`src/hdl/tple_pkg.sv`:
```
package tple_pkg;

   localparam int MUL_W  = 29;
   localparam int PROD_W = 2 * MUL_W;

   typedef enum logic [1:0] {
      OP_TICK     = 2'd0,
      OP_NOTE_ON  = 2'd1,
      OP_SET_FX   = 2'd2,
      OP_NOTE_OFF = 2'd3
   } op_type;

   typedef enum logic [2:0] {
      FX_ARP     = 3'd0,
      FX_GLIDE   = 3'd1,
      FX_VIBRATO = 3'd2,
      FX_SLIDE   = 3'd3
   } fx_kind_type;

   typedef enum logic [3:0] {
      ST_IDLE,
      ST_DECODE,
      ST_GLIDE_DIV,
      ST_GLIDE_FIX,
      ST_GLIDE_STEP,
      ST_VIB_INC,
      ST_VIB_PHASE,
      ST_VIB_ROM,
      ST_VIB_SCALE,
      ST_VIB_RECIP,
      ST_FINISH
   } state_type;

   localparam logic [23:0] PHASE_STEP_RESET = 24'd89478;
   localparam logic [15:0] LEVEL_FULL       = 16'd32768;

   // glide step = floor((mag*speed + 1275) / 2550)
   localparam logic [23:0] GLIDE_ROUND      = 24'd1275;
   localparam logic [11:0] GLIDE_DIV        = 12'd2550;
   localparam logic [12:0] RECIP_2550       = 13'd6579;
   localparam logic [16:0] GLIDE_MIN_MAG    = 17'd2;

   // floor(n/3) = (n * ceil(2^30/3)) >> 30, exact for n < 2^29
   localparam logic [28:0] RECIP_3          = 29'd357913942;

   // vibrato term = floor((|s|*depth + 1920) / 3840), done as /256 then /15
   localparam logic [18:0] VIB_ROUND        = 19'd1920;
   localparam logic [12:0] RECIP_15         = 13'd4369;
   localparam logic [11:0] VIB_DIV          = 12'd15;

   localparam logic [63:0] HALF_PI_Q30      = 64'd1686629713;

   // sine of a quarter-cycle fraction (Q30, 0..2^30) in Q1.15
   function automatic logic [16:0] sine_quarter(input logic [30:0] frac);
      logic [63:0]        x;
      logic [63:0]        x2;
      logic [63:0]        t;
      logic signed [63:0] sum;
      logic [63:0]        r;
      x   = (64'(frac) * HALF_PI_Q30) >> 30;
      x2  = (x * x) >> 30;
      t   = x;
      sum = signed'(x);
      for (int k = 1; k <= 5; k++) begin
         t = ((t * x2) >> 30) / 64'((2 * k) * (2 * k + 1));
         if (k[0]) begin
            sum = sum - signed'(t);
         end else begin
            sum = sum + signed'(t);
         end
      end
      if (sum < 0) begin
         sum = '0;
      end
      r = (unsigned'(sum) + 64'd16384) >> 15;
      if (r > 64'd32768) begin
         r = 64'd32768;
      end
      return r[16:0];
   endfunction

   // level change per tick for a slide magnitude
   function automatic logic [9:0] slide_delta(input logic [3:0] mag);
      logic [31:0] num;
      num = 32'(mag) * 32'd32768 + 32'd500;
      return 10'(num / 32'd1000);
   endfunction

endpackage

```
`src/hdl/tple_mult.sv`:
```
module tple_mult (
   input  logic                          clock,
   input  logic [tple_pkg::MUL_W-1:0]    mul_a,
   input  logic [tple_pkg::MUL_W-1:0]    mul_b,
   output logic [tple_pkg::PROD_W-1:0]   prod_ff
);

   always_ff @(posedge clock) begin
      prod_ff <= tple_pkg::PROD_W'(mul_a) * tple_pkg::PROD_W'(mul_b);
   end

endmodule

```
`src/hdl/tple_sine_rom.sv`:
```
module tple_sine_rom #(
   parameter  int SINE_TABLE_DEPTH = 256,
   localparam int PH_L  = $clog2(SINE_TABLE_DEPTH),
   localparam int QTR   = SINE_TABLE_DEPTH / 4,
   localparam int AW    = $clog2(QTR + 1),
   localparam int SHIFT = 32 - PH_L
) (
   input  logic          clock,
   input  logic [AW-1:0] rd_addr,
   output logic [16:0]   rd_data_ff
);

   logic [16:0] sine_tab [QTR+1];

   for (genvar g = 0; g <= QTR; g++) begin : g_tab
      assign sine_tab[g] = tple_pkg::sine_quarter(31'(g << SHIFT));
   end

   always_ff @(posedge clock) begin
      rd_data_ff <= sine_tab[rd_addr];
   end

endmodule

```
`src/hdl/tracker_pitch_level_effects.sv`:
```
// channel | dir | beat contents
// req     | in  | tuser: operation, fx_type; tdata: note, velocity, fx_value, target_pitch
// rsp     | out | tdata: note_offset, level, voice_active
// csr     | in  | phase_step_per_hz, written with csr_wr_en
//
// A tick runs decode, the glide and vibrato steps and finish; other operations commit in decode.
// The tick time is set by the sequencer stepping one shared 29x29 multiplier through the
// glide product and divide, the vibrato phase increment and the vibrato scale and divide, one product per cycle.
// Synchronous active-high reset clears all voice state and loads the phase step default.
// req_tready is high only while idle; a result waiting on rsp does not block the next accept,
// but the sequencer holds its final step until the output register is free.
module tracker_pitch_level_effects #(
   parameter int ARP_PERIOD       = 6,
   parameter int SINE_TABLE_DEPTH = 256
) (
   input  logic        clock,
   input  logic        reset,
   input  logic        req_tvalid,
   output logic        req_tready,
   // note[6:0], velocity[22:7], fx_value[30:23], target_pitch[46:31], zero[47]
   input  logic [47:0] req_tdata,
   // operation[1:0], fx_type[4:2]
   input  logic [4:0]  req_tuser,
   output logic        rsp_tvalid,
   input  logic        rsp_tready,
   // note_offset[15:0], level[31:16], voice_active[32], zero[39:33]
   output logic [39:0] rsp_tdata,
   input  logic        csr_wr_en,
   input  logic [23:0] csr_wr_data
);

   localparam int CNT_W  = $clog2(ARP_PERIOD + 1);
   localparam int PH_L   = $clog2(SINE_TABLE_DEPTH);
   localparam int QTR    = SINE_TABLE_DEPTH / 4;
   localparam int ROM_AW = $clog2(QTR + 1);
   localparam int J_W    = PH_L - 2;

   tple_pkg::state_type   state_ff, state_in;
   tple_pkg::op_type      op_ff, op_in;
   tple_pkg::fx_kind_type fx_ff, fx_in;
   logic [6:0]            note_ff, note_in;
   logic [15:0]           vel_ff, vel_in;
   logic [7:0]            fxv_ff, fxv_in;
   logic signed [15:0]    target_ff, target_in;

   logic [23:0]           psph_ff, psph_in;
   logic                  active_ff, active_in;
   logic [6:0]            held_note_ff, held_note_in;
   logic [3:0]            arp_hi_ff, arp_hi_in;
   logic [3:0]            arp_lo_ff, arp_lo_in;
   logic [1:0]            arp_pos_ff, arp_pos_in;
   logic [CNT_W-1:0]      arp_cnt_ff, arp_cnt_in;
   logic [7:0]            speed_ff, speed_in;
   logic [3:0]            vib_rate_ff, vib_rate_in;
   logic [3:0]            vib_depth_ff, vib_depth_in;
   logic [4:0]            slide_ff, slide_in;
   logic [31:0]           phase_ff, phase_in;
   logic signed [15:0]    glide_ff, glide_in;
   logic signed [15:0]    base_ff, base_in;
   logic [15:0]           level_ff, level_in;

   logic                  glide_en_ff, glide_en_in;
   logic                  glide_neg_ff, glide_neg_in;
   logic [23:0]           glide_num_ff, glide_num_in;
   logic [12:0]           glide_q0_ff, glide_q0_in;
   logic [10:0]           vib_v_ff, vib_v_in;

   logic                  rsp_valid_ff, rsp_valid_in;
   logic [15:0]           rsp_offset_ff, rsp_offset_in;
   logic [15:0]           rsp_level_ff, rsp_level_in;
   logic                  rsp_active_ff, rsp_active_in;

   logic                  out_free;
   logic                  commit;
   logic [tple_pkg::MUL_W-1:0]  mul_a;
   logic [tple_pkg::MUL_W-1:0]  mul_b;
   logic [tple_pkg::PROD_W-1:0] prod_ff;
   logic [ROM_AW-1:0]     rom_addr;
   logic [J_W-1:0]        rom_j;
   logic [16:0]           rom_data_ff;
   logic [9:0]            slide_lut [16];

   // arpeggio
   logic                  arp_on;
   logic [CNT_W-1:0]      arp_cnt_inc;
   logic                  arp_wrap;
   logic [1:0]            arp_pos_nx;
   logic [15:0]           arp_base;

   // portamento
   logic signed [16:0]    glide_diff;
   logic [16:0]           glide_mag;
   logic                  glide_go;
   logic [23:0]           glide_num;
   logic [12:0]           glide_q0;
   logic [23:0]           glide_rem;
   logic [12:0]           glide_step;
   logic signed [15:0]    glide_next;
   logic signed [17:0]    glide_rel;
   logic signed [15:0]    glide_base;

   // vibrato
   logic [27:0]           vib_inc;
   logic [10:0]           vib_v;
   logic [7:0]            vib_q0;
   logic [11:0]           vib_q0x15;
   logic [11:0]           vib_rem;
   logic [7:0]            vib_mag;
   logic signed [8:0]     vib_term;
   logic signed [16:0]    out_sum;
   logic signed [15:0]    out_offset;

   // volume slide
   logic [3:0]            slide_mag;
   logic signed [17:0]    slide_sum;
   logic [15:0]           slide_level;

   tple_mult u_mult (
      .clock   (clock),
      .mul_a   (mul_a),
      .mul_b   (mul_b),
      .prod_ff (prod_ff)
   );

   tple_sine_rom #(
      .SINE_TABLE_DEPTH (SINE_TABLE_DEPTH)
   ) u_sine_rom (
      .clock      (clock),
      .rd_addr    (rom_addr),
      .rd_data_ff (rom_data_ff)
   );

   for (genvar g = 0; g < 16; g++) begin : g_slide
      assign slide_lut[g] = tple_pkg::slide_delta(4'(g));
   end

   assign out_free   = ~rsp_valid_ff | rsp_tready;
   assign rsp_tvalid = rsp_valid_ff;
   assign rsp_tdata  = {7'd0, rsp_active_ff, rsp_level_ff, rsp_offset_ff};

   // arpeggio
   assign arp_on      = (arp_hi_ff != 4'd0) || (arp_lo_ff != 4'd0);
   assign arp_cnt_inc = arp_cnt_ff + CNT_W'(1);
   assign arp_wrap    = arp_cnt_inc >= CNT_W'(ARP_PERIOD);

   always_comb begin
      arp_pos_nx = arp_pos_ff;
      if (arp_wrap) begin
         arp_pos_nx = (arp_pos_ff == 2'd2) ? 2'd0 : arp_pos_ff + 2'd1;
      end
      case (arp_pos_nx)
         2'd0: arp_base = 16'd0;
         2'd1: arp_base = {4'd0, arp_hi_ff, 8'd0};
         default: arp_base = {4'd0, arp_lo_ff, 8'd0};
      endcase
   end

   // portamento
   assign glide_diff = {target_ff[15], target_ff} - {glide_ff[15], glide_ff};
   assign glide_mag  = glide_diff[16] ? 17'(-glide_diff) : 17'(glide_diff);
   assign glide_go   = (speed_ff != 8'd0) && (glide_mag > tple_pkg::GLIDE_MIN_MAG);
   assign glide_num  = prod_ff[23:0] + tple_pkg::GLIDE_ROUND;
   assign glide_q0   = prod_ff[36:24];
   assign glide_rem  = glide_num_ff - prod_ff[23:0];
   assign glide_step = glide_q0_ff + 13'(glide_rem >= 24'(tple_pkg::GLIDE_DIV));
   assign glide_next = glide_neg_ff ? glide_ff - {3'd0, glide_step}
                                    : glide_ff + {3'd0, glide_step};
   assign glide_rel  = {{2{glide_next[15]}}, glide_next} - {3'd0, held_note_ff, 8'd0};

   always_comb begin
      if (glide_rel > 18'sd32767) begin
         glide_base = 16'sh7FFF;
      end else if (glide_rel < -18'sd32768) begin
         glide_base = 16'sh8000;
      end else begin
         glide_base = glide_rel[15:0];
      end
   end

   // vibrato
   assign rom_j     = phase_ff[29 -: J_W];
   assign rom_addr  = phase_ff[30] ? ROM_AW'(QTR) - ROM_AW'(rom_j) : ROM_AW'(rom_j);
   assign vib_inc   = prod_ff[57:30];
   assign vib_v     = 11'((prod_ff[18:0] + tple_pkg::VIB_ROUND) >> 8);
   assign vib_q0    = prod_ff[23:16];
   assign vib_q0x15 = {vib_q0, 4'd0} - {4'd0, vib_q0};
   assign vib_rem   = {1'b0, vib_v_ff} - vib_q0x15;
   assign vib_mag   = vib_q0 + 8'(vib_rem >= tple_pkg::VIB_DIV);

   always_comb begin
      vib_term = 9'sd0;
      if (vib_depth_ff != 4'd0) begin
         vib_term = phase_ff[31] ? -$signed({1'b0, vib_mag}) : $signed({1'b0, vib_mag});
      end
      out_sum = {base_ff[15], base_ff} + {{8{vib_term[8]}}, vib_term};
      if (out_sum > 17'sd32767) begin
         out_offset = 16'sh7FFF;
      end else if (out_sum < -17'sd32768) begin
         out_offset = 16'sh8000;
      end else begin
         out_offset = out_sum[15:0];
      end
   end

   // volume slide
   assign slide_mag = slide_ff[4] ? 4'(-slide_ff) : slide_ff[3:0];
   assign slide_sum = slide_ff[4] ? {2'd0, level_ff} - {8'd0, slide_lut[slide_mag]}
                                  : {2'd0, level_ff} + {8'd0, slide_lut[slide_mag]};

   always_comb begin
      if (slide_sum[17]) begin
         slide_level = 16'd0;
      end else if (slide_sum > 18'sd32768) begin
         slide_level = tple_pkg::LEVEL_FULL;
      end else begin
         slide_level = slide_sum[15:0];
      end
   end

   // sequencer: next state
   always_comb begin
      state_in = state_ff;
      case (state_ff)
         tple_pkg::ST_IDLE: begin
            if (req_tvalid) state_in = tple_pkg::ST_DECODE;
         end
         tple_pkg::ST_DECODE: begin
            if (op_ff == tple_pkg::OP_TICK) begin
               state_in = tple_pkg::ST_GLIDE_DIV;
            end else if (out_free) begin
               state_in = tple_pkg::ST_IDLE;
            end
         end
         tple_pkg::ST_GLIDE_DIV:  state_in = tple_pkg::ST_GLIDE_FIX;
         tple_pkg::ST_GLIDE_FIX:  state_in = tple_pkg::ST_GLIDE_STEP;
         tple_pkg::ST_GLIDE_STEP: state_in = tple_pkg::ST_VIB_INC;
         tple_pkg::ST_VIB_INC:    state_in = tple_pkg::ST_VIB_PHASE;
         tple_pkg::ST_VIB_PHASE:  state_in = tple_pkg::ST_VIB_ROM;
         tple_pkg::ST_VIB_ROM:    state_in = tple_pkg::ST_VIB_SCALE;
         tple_pkg::ST_VIB_SCALE:  state_in = tple_pkg::ST_VIB_RECIP;
         tple_pkg::ST_VIB_RECIP:  state_in = tple_pkg::ST_FINISH;
         tple_pkg::ST_FINISH: begin
            if (out_free) state_in = tple_pkg::ST_IDLE;
         end
         default: state_in = tple_pkg::ST_IDLE;
      endcase
   end

   // sequencer: outputs and multiplier operands
   always_comb begin
      req_tready = 1'b0;
      commit     = 1'b0;
      mul_a      = '0;
      mul_b      = '0;
      case (state_ff)
         tple_pkg::ST_IDLE: req_tready = 1'b1;
         tple_pkg::ST_DECODE: begin
            commit = (op_ff != tple_pkg::OP_TICK) && out_free;
            mul_a  = tple_pkg::MUL_W'(glide_mag[15:0]);
            mul_b  = tple_pkg::MUL_W'(speed_ff);
         end
         tple_pkg::ST_GLIDE_DIV: begin
            mul_a = tple_pkg::MUL_W'(glide_num);
            mul_b = tple_pkg::MUL_W'(tple_pkg::RECIP_2550);
         end
         tple_pkg::ST_GLIDE_FIX: begin
            mul_a = tple_pkg::MUL_W'(glide_q0);
            mul_b = tple_pkg::MUL_W'(tple_pkg::GLIDE_DIV);
         end
         tple_pkg::ST_GLIDE_STEP: begin
            mul_a = tple_pkg::MUL_W'(vib_rate_ff);
            mul_b = tple_pkg::MUL_W'(psph_ff);
         end
         tple_pkg::ST_VIB_INC: begin
            mul_a = tple_pkg::MUL_W'({prod_ff[27:0], 1'b0});
            mul_b = tple_pkg::RECIP_3;
         end
         tple_pkg::ST_VIB_SCALE: begin
            mul_a = tple_pkg::MUL_W'(rom_data_ff);
            mul_b = tple_pkg::MUL_W'(vib_depth_ff);
         end
         tple_pkg::ST_VIB_RECIP: begin
            mul_a = tple_pkg::MUL_W'(vib_v);
            mul_b = tple_pkg::MUL_W'(tple_pkg::RECIP_15);
         end
         tple_pkg::ST_FINISH: begin
            commit = out_free;
            mul_a  = tple_pkg::MUL_W'(vib_v_ff);
            mul_b  = tple_pkg::MUL_W'(tple_pkg::RECIP_15);
         end
         default: ;
      endcase
   end

   // datapath next values
   always_comb begin
      op_in         = op_ff;
      fx_in         = fx_ff;
      note_in       = note_ff;
      vel_in        = vel_ff;
      fxv_in        = fxv_ff;
      target_in     = target_ff;
      psph_in       = psph_ff;
      active_in     = active_ff;
      held_note_in  = held_note_ff;
      arp_hi_in     = arp_hi_ff;
      arp_lo_in     = arp_lo_ff;
      arp_pos_in    = arp_pos_ff;
      arp_cnt_in    = arp_cnt_ff;
      speed_in      = speed_ff;
      vib_rate_in   = vib_rate_ff;
      vib_depth_in  = vib_depth_ff;
      slide_in      = slide_ff;
      phase_in      = phase_ff;
      glide_in      = glide_ff;
      base_in       = base_ff;
      level_in      = level_ff;
      glide_en_in   = glide_en_ff;
      glide_neg_in  = glide_neg_ff;
      glide_num_in  = glide_num_ff;
      glide_q0_in   = glide_q0_ff;
      vib_v_in      = vib_v_ff;
      rsp_valid_in  = rsp_valid_ff & ~rsp_tready;
      rsp_offset_in = rsp_offset_ff;
      rsp_level_in  = rsp_level_ff;
      rsp_active_in = rsp_active_ff;

      if (csr_wr_en) psph_in = csr_wr_data;

      case (state_ff)
         tple_pkg::ST_IDLE: begin
            if (req_tvalid) begin
               op_in     = tple_pkg::op_type'(req_tuser[1:0]);
               fx_in     = tple_pkg::fx_kind_type'(req_tuser[4:2]);
               note_in   = req_tdata[6:0];
               vel_in    = req_tdata[22:7];
               fxv_in    = req_tdata[30:23];
               target_in = req_tdata[46:31];
            end
         end
         tple_pkg::ST_DECODE: begin
            if (op_ff == tple_pkg::OP_TICK) begin
               if (arp_on) begin
                  arp_cnt_in = arp_wrap ? '0 : arp_cnt_inc;
                  arp_pos_in = arp_pos_nx;
                  base_in    = arp_base;
               end
               if (slide_ff != 5'd0) level_in = slide_level;
               glide_en_in  = glide_go;
               glide_neg_in = glide_diff[16];
            end else if (commit) begin
               case (op_ff)
                  tple_pkg::OP_NOTE_ON: begin
                     active_in    = 1'b1;
                     held_note_in = note_ff;
                     base_in      = 16'sd0;
                     level_in     = (vel_ff > tple_pkg::LEVEL_FULL) ? tple_pkg::LEVEL_FULL
                                                                     : vel_ff;
                  end
                  tple_pkg::OP_NOTE_OFF: active_in = 1'b0;
                  tple_pkg::OP_SET_FX: begin
                     case (fx_ff)
                        tple_pkg::FX_ARP: begin
                           arp_hi_in  = fxv_ff[7:4];
                           arp_lo_in  = fxv_ff[3:0];
                           arp_pos_in = 2'd0;
                           arp_cnt_in = '0;
                        end
                        tple_pkg::FX_GLIDE: speed_in = fxv_ff;
                        tple_pkg::FX_VIBRATO: begin
                           vib_rate_in  = fxv_ff[7:4];
                           vib_depth_in = fxv_ff[3:0];
                        end
                        tple_pkg::FX_SLIDE: slide_in = {1'b0, fxv_ff[7:4]} - {1'b0, fxv_ff[3:0]};
                        default: ;
                     endcase
                  end
                  default: ;
               endcase
               rsp_valid_in  = 1'b1;
               rsp_offset_in = base_in;
               rsp_level_in  = level_in;
               rsp_active_in = active_in;
            end
         end
         tple_pkg::ST_GLIDE_DIV: glide_num_in = glide_num;
         tple_pkg::ST_GLIDE_FIX: glide_q0_in = glide_q0;
         tple_pkg::ST_GLIDE_STEP: begin
            if (glide_en_ff) begin
               glide_in = glide_next;
               base_in  = glide_base;
            end
         end
         tple_pkg::ST_VIB_PHASE: begin
            if (vib_depth_ff != 4'd0) phase_in = phase_ff + 32'(vib_inc);
         end
         tple_pkg::ST_VIB_RECIP: vib_v_in = vib_v;
         tple_pkg::ST_FINISH: begin
            if (commit) begin
               rsp_valid_in  = 1'b1;
               rsp_offset_in = out_offset;
               rsp_level_in  = level_ff;
               rsp_active_in = active_ff;
            end
         end
         default: ;
      endcase
   end

   always_ff @(posedge clock) begin
      if (reset) begin
         state_ff     <= tple_pkg::ST_IDLE;
         psph_ff      <= tple_pkg::PHASE_STEP_RESET;
         active_ff    <= 1'b0;
         held_note_ff <= '0;
         arp_hi_ff    <= '0;
         arp_lo_ff    <= '0;
         arp_pos_ff   <= '0;
         arp_cnt_ff   <= '0;
         speed_ff     <= '0;
         vib_rate_ff  <= '0;
         vib_depth_ff <= '0;
         slide_ff     <= '0;
         phase_ff     <= '0;
         glide_ff     <= '0;
         base_ff      <= '0;
         level_ff     <= '0;
         rsp_valid_ff <= 1'b0;
      end else begin
         state_ff     <= state_in;
         psph_ff      <= psph_in;
         active_ff    <= active_in;
         held_note_ff <= held_note_in;
         arp_hi_ff    <= arp_hi_in;
         arp_lo_ff    <= arp_lo_in;
         arp_pos_ff   <= arp_pos_in;
         arp_cnt_ff   <= arp_cnt_in;
         speed_ff     <= speed_in;
         vib_rate_ff  <= vib_rate_in;
         vib_depth_ff <= vib_depth_in;
         slide_ff     <= slide_in;
         phase_ff     <= phase_in;
         glide_ff     <= glide_in;
         base_ff      <= base_in;
         level_ff     <= level_in;
         rsp_valid_ff <= rsp_valid_in;
      end
   end

   always_ff @(posedge clock) begin
      op_ff         <= op_in;
      fx_ff         <= fx_in;
      note_ff       <= note_in;
      vel_ff        <= vel_in;
      fxv_ff        <= fxv_in;
      target_ff     <= target_in;
      glide_en_ff   <= glide_en_in;
      glide_neg_ff  <= glide_neg_in;
      glide_num_ff  <= glide_num_in;
      glide_q0_ff   <= glide_q0_in;
      vib_v_ff      <= vib_v_in;
      rsp_offset_ff <= rsp_offset_in;
      rsp_level_ff  <= rsp_level_in;
      rsp_active_ff <= rsp_active_in;
   end

   a_accept_decode: assert property (@(posedge clock) disable iff (reset)
      req_tvalid && req_tready |=> state_ff == tple_pkg::ST_DECODE)
      else $error("accepted beat did not enter decode");

   a_level_bound: assert property (@(posedge clock) disable iff (reset)
      level_ff <= tple_pkg::LEVEL_FULL)
      else $error("level above full scale");

   a_rsp_source: assert property (@(posedge clock) disable iff (reset)
      $rose(rsp_valid_ff) |-> $past(state_ff) == tple_pkg::ST_DECODE ||
                              $past(state_ff) == tple_pkg::ST_FINISH)
      else $error("result loaded outside decode or finish");

   a_arp_range: assert property (@(posedge clock) disable iff (reset)
      arp_cnt_ff < CNT_W'(ARP_PERIOD) && arp_pos_ff != 2'd3)
      else $error("arpeggio counter or position out of range");

endmodule

```
`config.mk`:
```
export PLATFORM = sky130hd
export DESIGN_NAME = tracker_pitch_level_effects
export DESIGN_NICKNAME = d
export VERILOG_FILES = /design/src/hdl/tple_pkg.sv /design/src/hdl/tple_mult.sv /design/src/hdl/tple_sine_rom.sv /design/src/hdl/tracker_pitch_level_effects.sv
export SDC_FILE = /design/constraint.sdc
export NUM_CORES = 2
export LEC_CHECK = 0
export BUFFER_PORTS_ARGS = -buffer_cell sky130_fd_sc_hd__buf_4
export CORE_MARGIN = 3
export CORE_UTILIZATION = 50
export DETAILED_ROUTE_END_ITERATION = 8
export PLACE_DENSITY_LB_ADDON = 0.3
export SETUP_SLACK_MARGIN = 0.3
export SYNTH_ARGS = -nofsm -noshare
export SYNTH_HDL_FRONTEND = slang
export SYNTH_SLANG_ARGS = --single-unit
```
`constraint.sdc`:
```
create_clock -name clock -period 9.4 [get_ports clock]
set_input_delay 1.88 -clock clock [delete_from_list [all_inputs] [get_ports clock]]
set_output_delay 1.88 -clock clock [all_outputs]
set_load 0.01 [all_outputs]
```
# [Word level (Yosys, flattened, before mapping)]
# Memories as Yosys holds them, arrays and structs flattened. A register that Yosys moved wholly into a read port is not among the register bits.
# Index checks and enable logic that the tools add are counted.
# Widths: inputs -> output; s select.
[word_totals] n_memories=2 mem_bits_ro=2336 in_bits=82 word_cells=197 reg_bits=344
[memory_table] name="(no name shown)" words=128 width=17 rd=1 rd_ports_with_merged_regs=1 wr=0 line_no="tple_sine_rom.sv:20" source="rd_data_ff <= sine_tab[rd_addr];"
[memory_table] name="(no name shown)" words=16 width=10 rd=1 rd_ports_with_merged_regs=0 wr=0 line_no="tracker_pitch_level_effects.sv:208" source=": {2'd0, level_ff} + {8'd0, slide_lut[slide_mag]};"
[op_classes] reduce_logical=33 bitwise_logic=7 n_lt_le_gt_ge=11 n_eq_ne=27 n_addsub=22 n_mul=1 muxes=62
[op_table] op="$mux 16" count=21
[op_table] op="$pmux 29 s8" count=1
[op_table] op="$pmux 29 s7" count=1
[op_table] op="$pmux 16 s2" count=3
[op_table] op="$mul 29x29->58" count=1
[op_table] op="$pmux 4 s11" count=1
[op_table] op="$gt 17x16->1 const B" count=2
[op_table] op="$lt 17x16->1 const B" count=2
[op_table] op="$sub 16x16->17" count=2
[op_table] op="$add 32x28->32" count=1
[op_table] op="$reduce_and 5->1" count=5
[op_table] op="$add 24x11->24 const B" count=1
[op_table] op="$ge 24x12->1 const B" count=1
[op_table] op="$pmux 12 s2" count=1
[op_table] op="$sub 24x24->24" count=1
[op_table] op="$mux 10" count=2
[op_table] op="$add 19x11->19 const B" count=1
[op_table] op="$gt 18x17->1 const B" count=1
[op_table] op="$mux 18" count=1
[op_table] op="$mux 3" count=6
[op_table] op="$mux 9" count=2
[op_table] op="$add 16x10->17" count=1
[op_table] op="$add 16x9->17" count=1
[op_table] op="$gt 17x2->1 const B" count=1
[op_table] op="53 further kinds" count=103

# [Longest topological paths before layout]
[logic_depth] ltp_word=13 ltp_mapped=44 depth_no_buf=44

# [By module]
# From an unflattened synthesis, not the netlist that was laid out.
[hier_totals] cells_unflattened=5901 hier_area_um2=51984.9
[by_module_without_submodules] mod="tple_mult" area_each_um2=29210.5 cells_per_inst=3228 seq_area_each_um2=1161.1 n_inst=1
[by_module_without_submodules] mod="tracker_pitch_level_effects" area_each_um2=20958.9 cells_per_inst=2428 seq_area_each_um2=7076.8 n_inst=1
[by_module_without_submodules] mod="tple_sine_rom" area_each_um2=1815.5 cells_per_inst=245 seq_area_each_um2=320.3 n_inst=1

# [Least setup slack after synthesis]
# OpenSTA, ideal clock, no wires.
[synth_path] kind="register to register" startpoint="reg target_ff[0]" endpoint="reg u_mult.prod_ff[56] (netlist name)" path_stages_with_launch=41 t_required_ns=9.328 setup_ns=0.072 period_less_slack_ns=9.917 arrival_ns=9.845 path_slack_ns=-0.517 cell_sequence="edfxtp_1 > inv_1 > ha_1 > inv_1 > fa_1 > xor2_1 > or3b_2 > a211oi_2 > nand3b_1 > nor3_1 > a21oi_1 > xor2_1 > nor2_1 > a2111oi_4 > nor2_1 > fa_1 > fa_1 > fa_1 > (+5 left out) > fa_1 > inv_1 > fa_1 > inv_1 > fa_1 > inv_1 > ha_1 > a21oi_1 > o21ai_0 > a221oi_1 > o31ai_2 > o211ai_1 > and3_4 > o31a_2 > o21bai_2 > a311o_2 > a221oi_2 > xnor2_1"
[synth_via] elab_chain_len=5
[synth_lines] element="start, declared" line_no="tracker_pitch_level_effects.sv:44" source="logic signed [15:0] target_ff, target_in;"
[synth_lines] element="start signal, assigned" line_no="tracker_pitch_level_effects.sv:456" source="target_ff <= target_in;"
[synth_lines] element="$sub 16x16->17 *" line_no="tracker_pitch_level_effects.sv:159" source="assign glide_diff = {target_ff[15], target_ff} - {glide_ff[15], glide_ff};"
[synth_lines] element="$neg 17->17" line_no="tracker_pitch_level_effects.sv:160" source="assign glide_mag = glide_diff[16] ? 17'(-glide_diff) : 17'(glide_diff);"
[synth_lines] element="$mux 17 *" line_no="tracker_pitch_level_effects.sv:160"
[synth_lines] element="$pmux 29 s8 *" line_no="tracker_pitch_level_effects.sv:255" source="case (state_ff)"
[synth_lines] element="$mul 29x29->58 *" line_no="tple_mult.sv:9" source="prod_ff <= tple_pkg::PROD_W'(mul_a) * tple_pkg::PROD_W'(mul_b);"
[synth_lines] element="end signal, assigned" line_no="tple_mult.sv:9"
[synth_lines] element="end, declared" line_no="tple_mult.sv:5" source="output logic [tple_pkg::PROD_W-1:0] prod_ff"
# Every way passes the cells marked *; elsewhere a longest branch is shown, timed or not.
# A chain may end at the register's enable or synchronous reset.

# [Worst setup path in the final report]
# Same ends and word-level chain as after synthesis.

==> results.md <==
- Worst skew pair latency: 0.61 ns
- Drt wl/cell: 19.1 µm
- XOR/XNOR Fraction of Synth Area: 0.0438
- Register area share after synthesis: 0.177
- WP data required: approximately 10 ns
- Top cell by count, worst path: fa_1
- DP Wirelength: between 100000 and 150000 µm
- Antenna cells: 0
- Crit. End Element: flip-flop
- Crit Path Category: flip-flop to flip-flop
- Ys async rst share: 0
- Top post-synthesis cells by area: fa_1, ha_1, dfxtp_1, inv_1, edfxtp_1
- Post-layout util: 0.593
- Synth Area in Compound Gates: 0.127
- Met1 Track Usage GR: 0.385
- Count of cell types in the netlist: 114
- Critical path's largest stage delay: 0.57 ns
- Power Total: 21.4 mW
- Mux cell area share after synthesis: 0.00777
- IO Pins: roughly 120
- Failing checks: setup timing
- DRC: 0
- Mapped Area: about 48000 µm²
- Synth Warn #: 0
- First-pass GRT wire length: ~220000 µm
- Met3 GRT Util: 0.0355
- Max-slew violations: 0
- Die H: around 320 µm
- Adder-cell share of the synthesized area: 0.403
- Via/cell ratio: 5.42
- Clock Sinks: 360
- Layout cells sized above 1: 0.137
- PortBufs: ~120
- P&R area growth vs syn: 17.1%
- Drt pass-1 iters: 8
- Final net count: between 7000 and 8000
- Core area: around 95000 µm²
- Crit-path max FO: 8
- PD cells: about 380 nW/µm²
- Max Cap Viol: 0
- Cells after synthesis: 5486
- Root Buffer: clkbuf_16
- Final setup margin: -0.760 ns
- Number of global-route vias before repair: between 40000 and 50000
- Clock skew: approximately 0.032 ns
- Clock buffer count from CTS: 42
- Max VDD drop: about 0.93 mV
- Post-Synth Simple-Gate Area: 0.137
- Die area: around 100000 µm²
- Largest net degree at the start of global routing: between 60 and 70
- Prevailing post-synth register cell: dfxtp_1
- Total track usage: 0.284
- Placed Area: roughly 54000 µm²
- Worst-margin pin slew: about 1.2 ns
- Setup crit start kind: flip-flop
- Syn Area/Cell: 8.81 µm²
- Hold Path Class: flip-flop to flip-flop
- Clock period minus worst slack: between 10 and 15 ns
- Worst EP arrival: around 11 ns
- Clk pin slew, worst setup/hold paths: approximately 0.070 ns
- Leakage: between 20 and 30 nW
- DRT iter0 DRCs: 2982
- Num rows: between 100 and 150
- RSZ-0062 raised after global routing: yes
- Max Freq: slightly below 0.1 GHz
- Initial antenna violation count: 0
- Worst slew margin: 0.179
- Top cell type's share of synthesized area: 0.282
- Largest family of logic cells by synthesized area: adder cells
- H-tree Lvls: 2
- Final hold violations: 0
- Die width: around 320 µm
- Status: complete, but fails checks
- Synth area leader: fa_1
- CTS tree: done
- Placer congestion estimate: roughly 1
- Grt ovf: 0
- Fillers: roughly 8400
- Routed wire length: 141000 µm
- Finished Cell Area: between 50000 and 60000 µm²
- Via count: 40100
- Hold buffers post-CTS: 0
- Clk buf depth: 3
- Final period utilization: 1.08
- Slowest cell on crit path: fa_1
- Final ANT Viol Nets: 0
- Post-synth EDFFs: ~140
- GR peak layer: met2
- Final setup viols: 27
- Initial Utilization: 0.506
- Met2 Use GR: 0.471
- Register bit total from synthesis: 360
==> report_power, final <==
group          internal, mW  switching, mW
Clock                  1.03          0.750
Sequential             2.04          0.276
Combinational          8.14           9.20
==> synthesized netlist by cell type (all sizes together), types with 18 or more instances <==
cell type,instances
inv,1124
fa,680
nand2,530
ha,470
nor2,389
a21oi,291
dfxtp,225
o21ai,196
xnor2,162
clkbuf,159
nor3,139
edfxtp,135
nand3,79
xor2,76
a21o,63
nand2b,59
nor2b,53
a211oi,38
buf,38
and2,37
a31oi,36
o21a,34
mux2i,33
nor4,29
a22oi,28
nand4,25
and3,23
a221oi,21
o211ai,20
or3,20
a211o,19
o21bai,18
==> per-stage QoR <==
step,setup TNS (ns),std cells,worst slack [ns],hold WS (ns)
after floorplan,-0.343,5702,-0.170,0.406
after global placement,-17.02,7300,-0.910,0.443
after detailed placement,-19.10,7300,-0.970,0.446
after CTS,-8.61,7393,-0.722,0.455
after global routing,-25.18,7401,-1.17,0.479
final,-11.19,7401,-0.760,0.455
==> state kept, by name, summed over array words and instances, names as in the netlist, 24 cells and up <==
| register | cells |
|---|---|
| u_mult.prod_ff | 58 |
| phase_ff | 32 |
| glide_num_ff | 24 |
| psph_ff | 24 |
==> area by class of cell <==
cell class | count | area (µm²) | area share
Clock buffer | 55 | 1170 | 0.0207
Clock inverter | 23 | 313 | 0.00553
Inverter | 1126 | 4230 | 0.0748
Multi-Input combinational cell | 4019 | 36400 | 0.643
Sequential cell | 360 | 8560 | 0.151
Tap cell | 1265 | 1580 | 0.0280
Timing Repair Buffer | 553 | 4310 | 0.0762
==> cells by family (layout without fill, tap and decap cells) <==
family,Yosys count,in the layout
multiplexers,37,37
other,2,218
AND/OR/NAND/NOR,1436,1436
flip-flops,360,360
XOR/XNOR,239,239
buffers and inverters,1323,1757
adder cells (fa/ha/maj),1150,1150
AO/OA/AOI/OAI,939,939
==> final timing paths <==
path,end,depth (start not counted),slack [ns],start
worst min-delay path,held_note_ff[6],2,0.46,held_note_ff[6]
worst max register to register,u_mult.prod_ff[56],40,-0.76,target_ff[0]
worst max-delay path,u_mult.prod_ff[56],40,-0.76,target_ff[0]
worst min register to register,held_note_ff[6],2,0.46,held_note_ff[6]
==> critical path: cells and delay by family, from the launching register on <==
kind	cells	cell delay [ns]
flip-flops	1	0.36
AO/OA/AOI/OAI	11	2.29
XOR/XNOR	3	0.46
buffers and inverters	9	0.83
AND/OR/NAND/NOR	6	1.25
adder cells (fa/ha/maj)	11	4.83
==> cells in the final DEF, fill, tap and decap left out, types with 128 or more instances in the layout <==
master	netlist	layout
o21ai_0	188	167
fa_1	680	667
nor3_1	135	128
ha_1	470	460
conb_1	2	218
buf_4	11	534
edfxtp_1	135	135
dfxtp_1	225	224
nor2_1	387	368
xnor2_1	162	155
nand2_1	530	523
inv_1	1121	1109
a21oi_1	288	268
==> repair_timing <==
action,4_1_cts,5_1_grt
gates resized for setup,93,65
setup endpoints to repair,54,59
gates cloned,0,0
pin swaps,50,34
setup buffers,15,8
==> routing by layer <==
| metal | vias to the layer above | part of all wire |
|---|---|---|
| met2 | 1374 | 0.47 |
| met5 | - | 0 |
| met1 | 19700 | 0.42 |
| met4 | 0 | 0.038 |
| met3 | 260 | 0.069 |
| li1 | 18800 | - |
No activity file was read; power rests on OpenSTA's default activity.
